File: src/rtl/fmssm_pkg.sv
// Shared types, codes and constants for the FM shadow and mute sequencer.
// No dependencies; used by every file in rtl/.

package fmssm_pkg;

	// Command codes
	localparam logic [1:0] CMD_WRITE  = 2'd0;
	localparam logic [1:0] CMD_MUTE   = 2'd1;
	localparam logic [1:0] CMD_UNMUTE = 2'd2;

	localparam logic [8:0] MIX_ADDR     = 9'h007;
	localparam logic [7:0] MIX_MUTED    = 8'h3f;
	localparam logic [7:0] MIX_RESET    = 8'h3f;
	localparam logic [7:0] TL_RESET     = 8'h7f;
	localparam logic [7:0] ALG_RESET    = 8'h00;
	localparam logic [3:0] TL_ADDR_HI   = 4'h4;   // (addr & 0xF0) == 0x40
	localparam logic [5:0] ALG_ADDR_HI  = 6'h2c;  // (addr & 0xFC) == 0xB0
	localparam logic signed [8:0] VOL_MUTE   = -9'sd127;
	localparam logic signed [8:0] VOL_UNMUTE = 9'sd0;
	localparam logic [6:0] LEVEL_MAX    = 7'h7f;

	localparam int unsigned NUM_TL  = 32;
	localparam int unsigned NUM_ALG = 8;
	localparam logic [2:0] LAST_CH_SLOT = 3'd5;
	localparam logic [1:0] LAST_OP_SLOT = 2'd3;

	typedef struct packed {
		logic [1:0] cmd;
		logic [8:0] reg_addr;
		logic [7:0] reg_data;
	} fmssm_in_t;

	typedef struct packed {
		logic [8:0] out_addr;
		logic [7:0] out_data;
		logic       last;
	} fmssm_out_t;

	typedef enum logic {
		ST_IDLE,
		ST_LEVELS
	} fmssm_state_t;

	// Carrier operators per algorithm, bit k = operator slot k
	function automatic logic [3:0] carrier_mask(input logic [2:0] alg);
		logic [3:0] m;
		case (alg)
			3'd4:    m = 4'hc;
			3'd5:    m = 4'he;
			3'd6:    m = 4'he;
			3'd7:    m = 4'hf;
			default: m = 4'h8;
		endcase
		return m;
	endfunction

endpackage

File: src/rtl/fmssm_level_unit.sv
// Shared level unit: shadow total level minus volume, saturated to 0..127.
// Depends on fmssm_pkg.

module fmssm_level_unit (
	input  logic [6:0] level,
	input  logic       mute,
	output logic [6:0] result
);

	logic signed [8:0] vol;
	logic signed [8:0] diff;

	assign vol  = mute ? fmssm_pkg::VOL_MUTE : fmssm_pkg::VOL_UNMUTE;
	assign diff = $signed({2'b00, level}) - vol;

	always_comb begin
		if (diff < 9'sd0) begin
			result = 7'd0;
		end else if (diff > $signed({2'b00, fmssm_pkg::LEVEL_MAX})) begin
			result = fmssm_pkg::LEVEL_MAX;
		end else begin
			result = diff[6:0];
		end
	end

endmodule

File: src/rtl/fm_synth_shadow_mute_sequencer_top.sv
// Top level of the FM shadow and mute sequencer.
// Depends on fmssm_pkg and fmssm_level_unit.

// Front end for an FM sound chip. A register write item (cmd 0) updates the
// mixer, total-level or algorithm shadow it hits and is passed straight on
// as one write with last set; writes flow at one item per cycle while the
// output is not stalled. A mute (cmd 1) or unmute (cmd 2) item loads the
// mixer write into the output register on accept, then a small sequencer
// walks channels 0,4,1,5,2,6 and four operator slots each, one slot per
// cycle unless a carrier slot waits on a stalled output, sending every
// carrier slot through the shared saturating level unit. New items stall
// until the walk is done; slots that are not carriers emit nothing.
// cmd 3, and any item while enabled is 0, is taken and dropped. The config
// port is always ready and holds only the enabled bit (reset 0).

module fm_synth_shadow_mute_sequencer_top (
	input  logic                  clk,
	input  logic                  arst_n,
	input  logic                  cfg_valid,
	output logic                  cfg_ready,
	input  logic                  cfg_data,
	input  logic                  req_valid,
	output logic                  req_stall,
	input  fmssm_pkg::fmssm_in_t  req,
	output logic                  wr_valid,
	input  logic                  wr_stall,
	output fmssm_pkg::fmssm_out_t wr
);

	fmssm_pkg::fmssm_state_t state_q, state_next;

	logic       enabled_q;
	logic       mute_q;
	logic [2:0] ch_slot_q;   // position in channel order 0,4,1,5,2,6
	logic [1:0] op_slot_q;
	logic [7:0] mix_q;
	logic [7:0] tl_q  [fmssm_pkg::NUM_TL];
	logic [7:0] alg_q [fmssm_pkg::NUM_ALG];

	logic                  wr_valid_q;
	fmssm_pkg::fmssm_out_t wr_q;
	fmssm_pkg::fmssm_out_t wr_next;
	logic                  wr_load;
	logic                  out_free;

	logic       accept;
	logic       take;      // accepted and acted on
	logic       is_write;
	logic       is_mute_cmd;
	logic       slot_adv;
	logic       final_slot;
	logic [2:0] ch;
	logic [3:0] mask;
	logic       carrier;
	logic [6:0] level;

	assign cfg_ready = 1'b1;
	assign wr_valid  = wr_valid_q;
	assign wr        = wr_q;

	assign out_free  = !wr_valid_q || !wr_stall;
	assign req_stall = (state_q != fmssm_pkg::ST_IDLE) || !out_free;
	assign accept    = req_valid && !req_stall;
	assign take      = accept && enabled_q;
	assign is_write  = req.cmd == fmssm_pkg::CMD_WRITE;
	assign is_mute_cmd = (req.cmd == fmssm_pkg::CMD_MUTE) || (req.cmd == fmssm_pkg::CMD_UNMUTE);

	// slot decode: channel bit 2 alternates, low bits step every pair
	assign ch         = {ch_slot_q[0], ch_slot_q[2:1]};
	assign mask       = fmssm_pkg::carrier_mask(alg_q[ch][2:0]);
	assign carrier    = mask[op_slot_q];
	assign final_slot = (ch_slot_q == fmssm_pkg::LAST_CH_SLOT) &&
		(op_slot_q == fmssm_pkg::LAST_OP_SLOT);
	assign slot_adv   = (state_q == fmssm_pkg::ST_LEVELS) && (!carrier || out_free);

	fmssm_level_unit u_level (
		.level  (tl_q[{ch[2], op_slot_q, ch[1:0]}][6:0]),
		.mute   (mute_q),
		.result (level)
	);

	// next state
	always_comb begin
		state_next = state_q;
		case (state_q)
			fmssm_pkg::ST_IDLE: begin
				if (take && is_mute_cmd) state_next = fmssm_pkg::ST_LEVELS;
			end
			fmssm_pkg::ST_LEVELS: begin
				if (slot_adv && final_slot) state_next = fmssm_pkg::ST_IDLE;
			end
			default: state_next = fmssm_pkg::ST_IDLE;
		endcase
	end

	// output item
	always_comb begin
		wr_load = 1'b0;
		wr_next = wr_q;
		case (state_q)
			fmssm_pkg::ST_IDLE: begin
				if (take && is_write) begin
					wr_load = 1'b1;
					wr_next.out_addr = req.reg_addr;
					wr_next.out_data = req.reg_data;
					wr_next.last     = 1'b1;
				end else if (take && is_mute_cmd) begin
					wr_load = 1'b1;
					wr_next.out_addr = fmssm_pkg::MIX_ADDR;
					wr_next.out_data = (req.cmd == fmssm_pkg::CMD_MUTE) ?
						fmssm_pkg::MIX_MUTED : mix_q;
					wr_next.last     = 1'b0;
				end
			end
			fmssm_pkg::ST_LEVELS: begin
				if (carrier && out_free) begin
					wr_load = 1'b1;
					wr_next.out_addr = {ch[2], fmssm_pkg::TL_ADDR_HI, op_slot_q, ch[1:0]};
					wr_next.out_data = {1'b0, level};
					wr_next.last     = final_slot;
				end
			end
			default: wr_load = 1'b0;
		endcase
	end

	// control
	always_ff @(posedge clk or negedge arst_n) begin
		if (!arst_n) begin
			state_q    <= fmssm_pkg::ST_IDLE;
			enabled_q  <= 1'b0;
			wr_valid_q <= 1'b0;
			mute_q     <= 1'b0;
			ch_slot_q  <= '0;
			op_slot_q  <= '0;
		end else begin
			state_q <= state_next;
			if (cfg_valid) enabled_q <= cfg_data;
			if (out_free) wr_valid_q <= wr_load;
			if (take && is_mute_cmd) begin
				mute_q    <= req.cmd == fmssm_pkg::CMD_MUTE;
				ch_slot_q <= '0;
				op_slot_q <= '0;
			end else if (slot_adv) begin
				op_slot_q <= op_slot_q + 2'd1;
				if (op_slot_q == fmssm_pkg::LAST_OP_SLOT) ch_slot_q <= ch_slot_q + 3'd1;
			end
		end
	end

	always_ff @(posedge clk) begin
		if (wr_load) wr_q <= wr_next;
	end

	// shadows
	always_ff @(posedge clk or negedge arst_n) begin
		if (!arst_n) begin
			mix_q <= fmssm_pkg::MIX_RESET;
			for (int i = 0; i < fmssm_pkg::NUM_TL; i++) tl_q[i] <= fmssm_pkg::TL_RESET;
			for (int i = 0; i < fmssm_pkg::NUM_ALG; i++) alg_q[i] <= fmssm_pkg::ALG_RESET;
		end else if (take && is_write) begin
			if (req.reg_addr == fmssm_pkg::MIX_ADDR) begin
				mix_q <= req.reg_data;
			end else if (req.reg_addr[7:4] == fmssm_pkg::TL_ADDR_HI) begin
				tl_q[{req.reg_addr[8], req.reg_addr[3:0]}] <= req.reg_data;
			end else if (req.reg_addr[7:2] == fmssm_pkg::ALG_ADDR_HI) begin
				alg_q[{req.reg_addr[8], req.reg_addr[1:0]}] <= req.reg_data;
			end
		end
	end

endmodule

File: config.mk
export PLATFORM = sky130hd
export DESIGN_NAME = fm_synth_shadow_mute_sequencer_top
export DESIGN_NICKNAME = d
export VERILOG_FILES = /design/src/rtl/fmssm_pkg.sv /design/src/rtl/fmssm_level_unit.sv /design/src/rtl/fm_synth_shadow_mute_sequencer_top.sv
export SDC_FILE = /design/constraint.sdc
export NUM_CORES = 1
export LEC_CHECK = 0
export ABC_CLOCK_PERIOD_IN_PS = 9260
export BUFFER_PORTS_ARGS = -buffer_cell sky130_fd_sc_hd__buf_2
export CAP_MARGIN = 20
export CORE_AREA = 2 2 188 190
export DETAILED_ROUTE_END_ITERATION = 10
export DIE_AREA = 0 0 190 192
export SLEW_MARGIN = 20
export SYNTH_ARGS = -nofsm -noshare
export SYNTH_HDL_FRONTEND = slang
export SYNTH_SLANG_ARGS = --single-unit
File: constraint.sdc
create_clock -name clk -period 9.26 [get_ports clk]
set_input_delay 1.852 -clock clk [delete_from_list [all_inputs] [get_ports clk]]
set_output_delay 1.852 -clock clk [all_outputs]
set_load 0.01 [all_outputs]
==> impl_metrics.env <==
export IMPL_number_of_buffers_created_by_cts=30
export IMPL_seq_power_share_pct=40.2
export IMPL_arr_time_crit_path_ns=2.45
export IMPL_vias_per_cell=5.55
export IMPL_die_h_um=192
export IMPL_die_width_um=190
export IMPL_worstHoldEndpoint="alg_q[56]"
export IMPL_worst_slew_pin_slew_ns=0.986
export IMPL_synth_cells=954
export IMPL_power_switching_share_pct=30.6
export IMPL_drcViolationCount=0
export IMPL_post_dp_cell_area_um2=14200
export IMPL_worst_setup_path_end_kind="primary output"
export IMPL_synth_warnings=0
export IMPL_final_setup_worst_slack_ns=4.96
export IMPL_htree_num_levels=1
export IMPL_tritoncts="built"
export IMPL_dieArea_um2=36500
export IMPL_cts_resized=0
export IMPL_p_leak_uw=0.00632
export IMPL_placement_io_buffers=44
export IMPL_ctsHoldBuffers=0
export IMPL_postSynth_asyncResetShare_pct=93.6
export IMPL_area_growth_synth_to_final_pct=11.8
export IMPL_p_int_uw=2370
export IMPL_synth_edff_count=18
export IMPL_detailedPlace_worstSlack_ns=4.56
export IMPL_r2r_start="ch_slot_q[1]"
export IMPL_cell_at_the_root_of_the_clock_tree="sky130_fd_sc_hd__clkbuf_16"
export IMPL_max_clock_freq_ghz=0.232
export IMPL_start_util_pct=39.6
export IMPL_cpPeakStageDelay_ns=0.28
export IMPL_crit_reg2reg_capture="wr[6]"
export IMPL_final_setup_tns_ns=0
export IMPL_crit_required_ns=7.41
export IMPL_min_period_ns=4.30
export IMPL_worst_skew_pair_late_latency_ns=0.56
export IMPL_yosysSeqAreaShare_pct=54.9
export IMPL_vias=8075
export IMPL_clockBufferDepth=3
export IMPL_synth_net_count=986
export IMPL_grt_overflow_total=0
export IMPL_worst_setup_path_start_kind="input pin"
export IMPL_core_um2=34300
export IMPL_wirelength_um=32000
export IMPL_global_routing_usage_summed_across_all_routing_layers_pct=18.0
export IMPL_netlist_area_um2=13600
export IMPL_max_vdd_drop_uv=168
export IMPL_cp_max_fo=5
export IMPL_detailedPlacementHpwl_um=20000
export IMPL_syn_area_per_cell_um2=14.2
export IMPL_globalplace_congestion=0.836
export IMPL_boundaryPins=46
export IMPL_wire_length_of_the_first_global_routing_pass_um=50400
export IMPL_drt_iter0_drc=496
export IMPL_number_of_antenna_violations_at_the_first_check_in_global_routing=0
export IMPL_floorplan_rows=68
export IMPL_pwr_share_comb_pct=23.7
export IMPL_wl_per_cell_um=22.0
export IMPL_maxCapViolCount=0
export IMPL_pwr_density_cell_nw_per_um2=225
export IMPL_slew_headroom_pct=34.3
export IMPL_hold_viol=0
export IMPL_p_sw_uw=1040
export IMPL_post_route_cells_drive_above_1_share_pct=62.6
export IMPL_grt_setup_unrepaired="false"
export IMPL_clk_pin_slew_ns=0.06
export IMPL_outcome="completed"
export IMPL_yosys_register_bits=283
export IMPL_period_share_pct=46.5
export IMPL_drv_slew=0
export IMPL_setup_violations_final=0
export IMPL_synth_main_ff_cell="sky130_fd_sc_hd__dfstp_2"
export IMPL_finalClockSkew_ns=0.0162
export IMPL_post_synth_num_cell_types=60
export IMPL_ff2ff_path_depth=10
export IMPL_hold_path_class="reg2reg"
export IMPL_hold_path_startpoint="alg_q[56]"
export IMPL_final_design_area_no_fill_um2=15200
export IMPL_worstPathCellList="buf_2 -> a21oi_1 -> inv_1 -> buf_2"
export IMPL_clock_group_share_of_total_power_pct=36.0
export IMPL_nets=1009
export IMPL_post_cts_buffers=0
export IMPL_worst_path_max_delay_cell="sky130_fd_sc_hd__a21oi_1"
export IMPL_antenna_violating_nets_post_route=0
export IMPL_worst_r2r_setup_slack_ns=5.14
export IMPL_grt_pass1_vias=8353
export IMPL_holdPathStages=1
export IMPL_cts_sink_count=283
export IMPL_setup_worst_path_class="in2out"
export IMPL_crit_path_frequent_cell="sky130_fd_sc_hd__buf_2"
export IMPL_maximum_number_of_pins_on_one_net_before_global_route_repair=135
export IMPL_drtPass1Iterations=5
export IMPL_antenna_cells=0
==> worst max path at each step <==
| stage | startpoint | end | slack [ns] | cells after the start |
|---|---|---|---|---|
| detailed placement | wr_stall | tl_q[102] | 4.56 | 7 |
| floorplan | wr_stall | req_stall | 5.23 | 2 |
| global route | wr_stall | req_stall | 4.91 | 4 |
| CTS | wr_stall | req_stall | 4.98 | 4 |
| global placement | wr_stall | tl_q[98] | 4.65 | 7 |
| finish | wr_stall | req_stall | 4.96 | 4 |
==> placed cells by master (no fill, tap or decap), types with 5 or more instances in the layout <==
| master | n |
|---|---|
| sky130_fd_sc_hd__and2_1 | 13 |
| sky130_fd_sc_hd__clkbuf_16 | 31 |
| sky130_fd_sc_hd__a21oi_1 | 20 |
| sky130_fd_sc_hd__clkbuf_8 | 7 |
| sky130_fd_sc_hd__mux2_2 | 258 |
| sky130_fd_sc_hd__nand3_1 | 7 |
| sky130_fd_sc_hd__nor3_1 | 17 |
| sky130_fd_sc_hd__nor2_1 | 25 |
| sky130_fd_sc_hd__mux2i_1 | 52 |
| sky130_fd_sc_hd__inv_1 | 8 |
| sky130_fd_sc_hd__edfxtp_1 | 18 |
| sky130_fd_sc_hd__a2bb2oi_1 | 7 |
| sky130_fd_sc_hd__mux4_2 | 36 |
| sky130_fd_sc_hd__ha_1 | 7 |
| sky130_fd_sc_hd__o221ai_1 | 9 |
| sky130_fd_sc_hd__buf_2 | 43 |
| sky130_fd_sc_hd__o21ai_0 | 14 |
| sky130_fd_sc_hd__dfrtp_1 | 33 |
| sky130_fd_sc_hd__a211oi_1 | 6 |
| sky130_fd_sc_hd__dfstp_2 | 230 |
| sky130_fd_sc_hd__clkbuf_1 | 11 |
| sky130_fd_sc_hd__or3_1 | 5 |
| sky130_fd_sc_hd__nand2_1 | 54 |
| sky130_fd_sc_hd__nor2b_1 | 6 |
| sky130_fd_sc_hd__o211ai_1 | 6 |
| sky130_fd_sc_hd__a31oi_1 | 5 |
==> power by group through the flow <==
stage	logic (uW)	registers (uW)	clock network [uW]
after floorplan	594	1360	0
after global placement	815	1390	0
after detailed placement	809	1390	0
after CTS	813	1370	1260
after global routing	873	1380	1310
final	811	1370	1230
==> logic make-up after synthesis <==
kind of cell / Yosys count / synth area share [%]
buffers and inverters: 68 / 2.34
AND/OR/NAND/NOR: 150 / 5.37
AO/OA/AOI/OAI: 91 / 4.82
adder cells (fa/ha/maj): 10 / 0.866
flip-flops: 283 / 54.9
multiplexers: 347 / 31.4
other: 1 / 0.0276
XOR/XNOR: 4 / 0.313
==> through the flow <==
step	utilization (%)	cells	total power, uW	hold slack, ns
floorplan	-	954	1960	0.474
detailed placement	41.4	1400	2200	0.493
finish	44.3	1454	3420	0.503
CTS	44.3	1454	3450	0.506
global route	44.3	1454	3570	0.520
global placement	41.4	1400	2210	0.483
==> cell type report <==
cell class / count / area (um2)
fillers: 3103 / 19100
flip-flops and latches: 283 / 7460
multi-input cells: 603 / 5810
clock buffers: 49 / 913
well taps: 455 / 569
repair buffers: 50 / 300
clock inverters: 5 / 100
inverters: 9 / 33.8
==> sequential cells by signal, summed over array words and instances (netlist names) <==
name and count:
mute_q 1, alg_q 24, op_slot_q 2, mix_q 8
wr 18, tl_q 224, enabled_q 1, wr_valid 1
state_q 1, ch_slot_q 3
==> layer usage <==
layer,global-route usage [%],part of all wire [%],vias up
met2,28.7,46,173
met1,25.5,47,4268
met3,2.70,4.2,50
li1,-,-,3584
met5,0,0,-
met4,5.55,2.6,0
==> worst max-delay path: cells and delay by family <==
kind / cells / cell delay [ns]
buffers and inverters: 3 / 0.31
AOI/OAI and AO/OA: 1 / 0.28
==> cell usage after synthesis (all sizes together), types with 4 or more instances <==
| master | count | share of area, % |
|---|---|---|
| nand2b | 4 | 0.18 |
| a211oi | 6 | 0.33 |
| dfrtp | 35 | 6.4 |
| nor2 | 25 | 0.69 |
| edfxtp | 18 | 4.0 |
| inv | 8 | 0.22 |
| a31oi | 5 | 0.23 |
| o221ai | 9 | 0.58 |
| mux2i | 52 | 3.8 |
| nand3 | 7 | 0.26 |
| or3 | 5 | 0.23 |
| nand3b | 4 | 0.22 |
| nand2 | 54 | 1.5 |
| xnor2 | 4 | 0.31 |
| a2bb2oi | 7 | 0.45 |
| mux2 | 258 | 21 |
| o211ai | 6 | 0.33 |
| o21ai | 15 | 0.55 |
| and2 | 13 | 0.60 |
| nor2b | 6 | 0.28 |
| dfstp | 230 | 44 |
| mux4 | 37 | 6.2 |
| ha | 7 | 0.64 |
| a21oi | 20 | 0.74 |
| clkbuf | 44 | 1.2 |
| nor3 | 17 | 0.63 |
| buf | 15 | 0.87 |
Power figures use the tool's default switching activity.
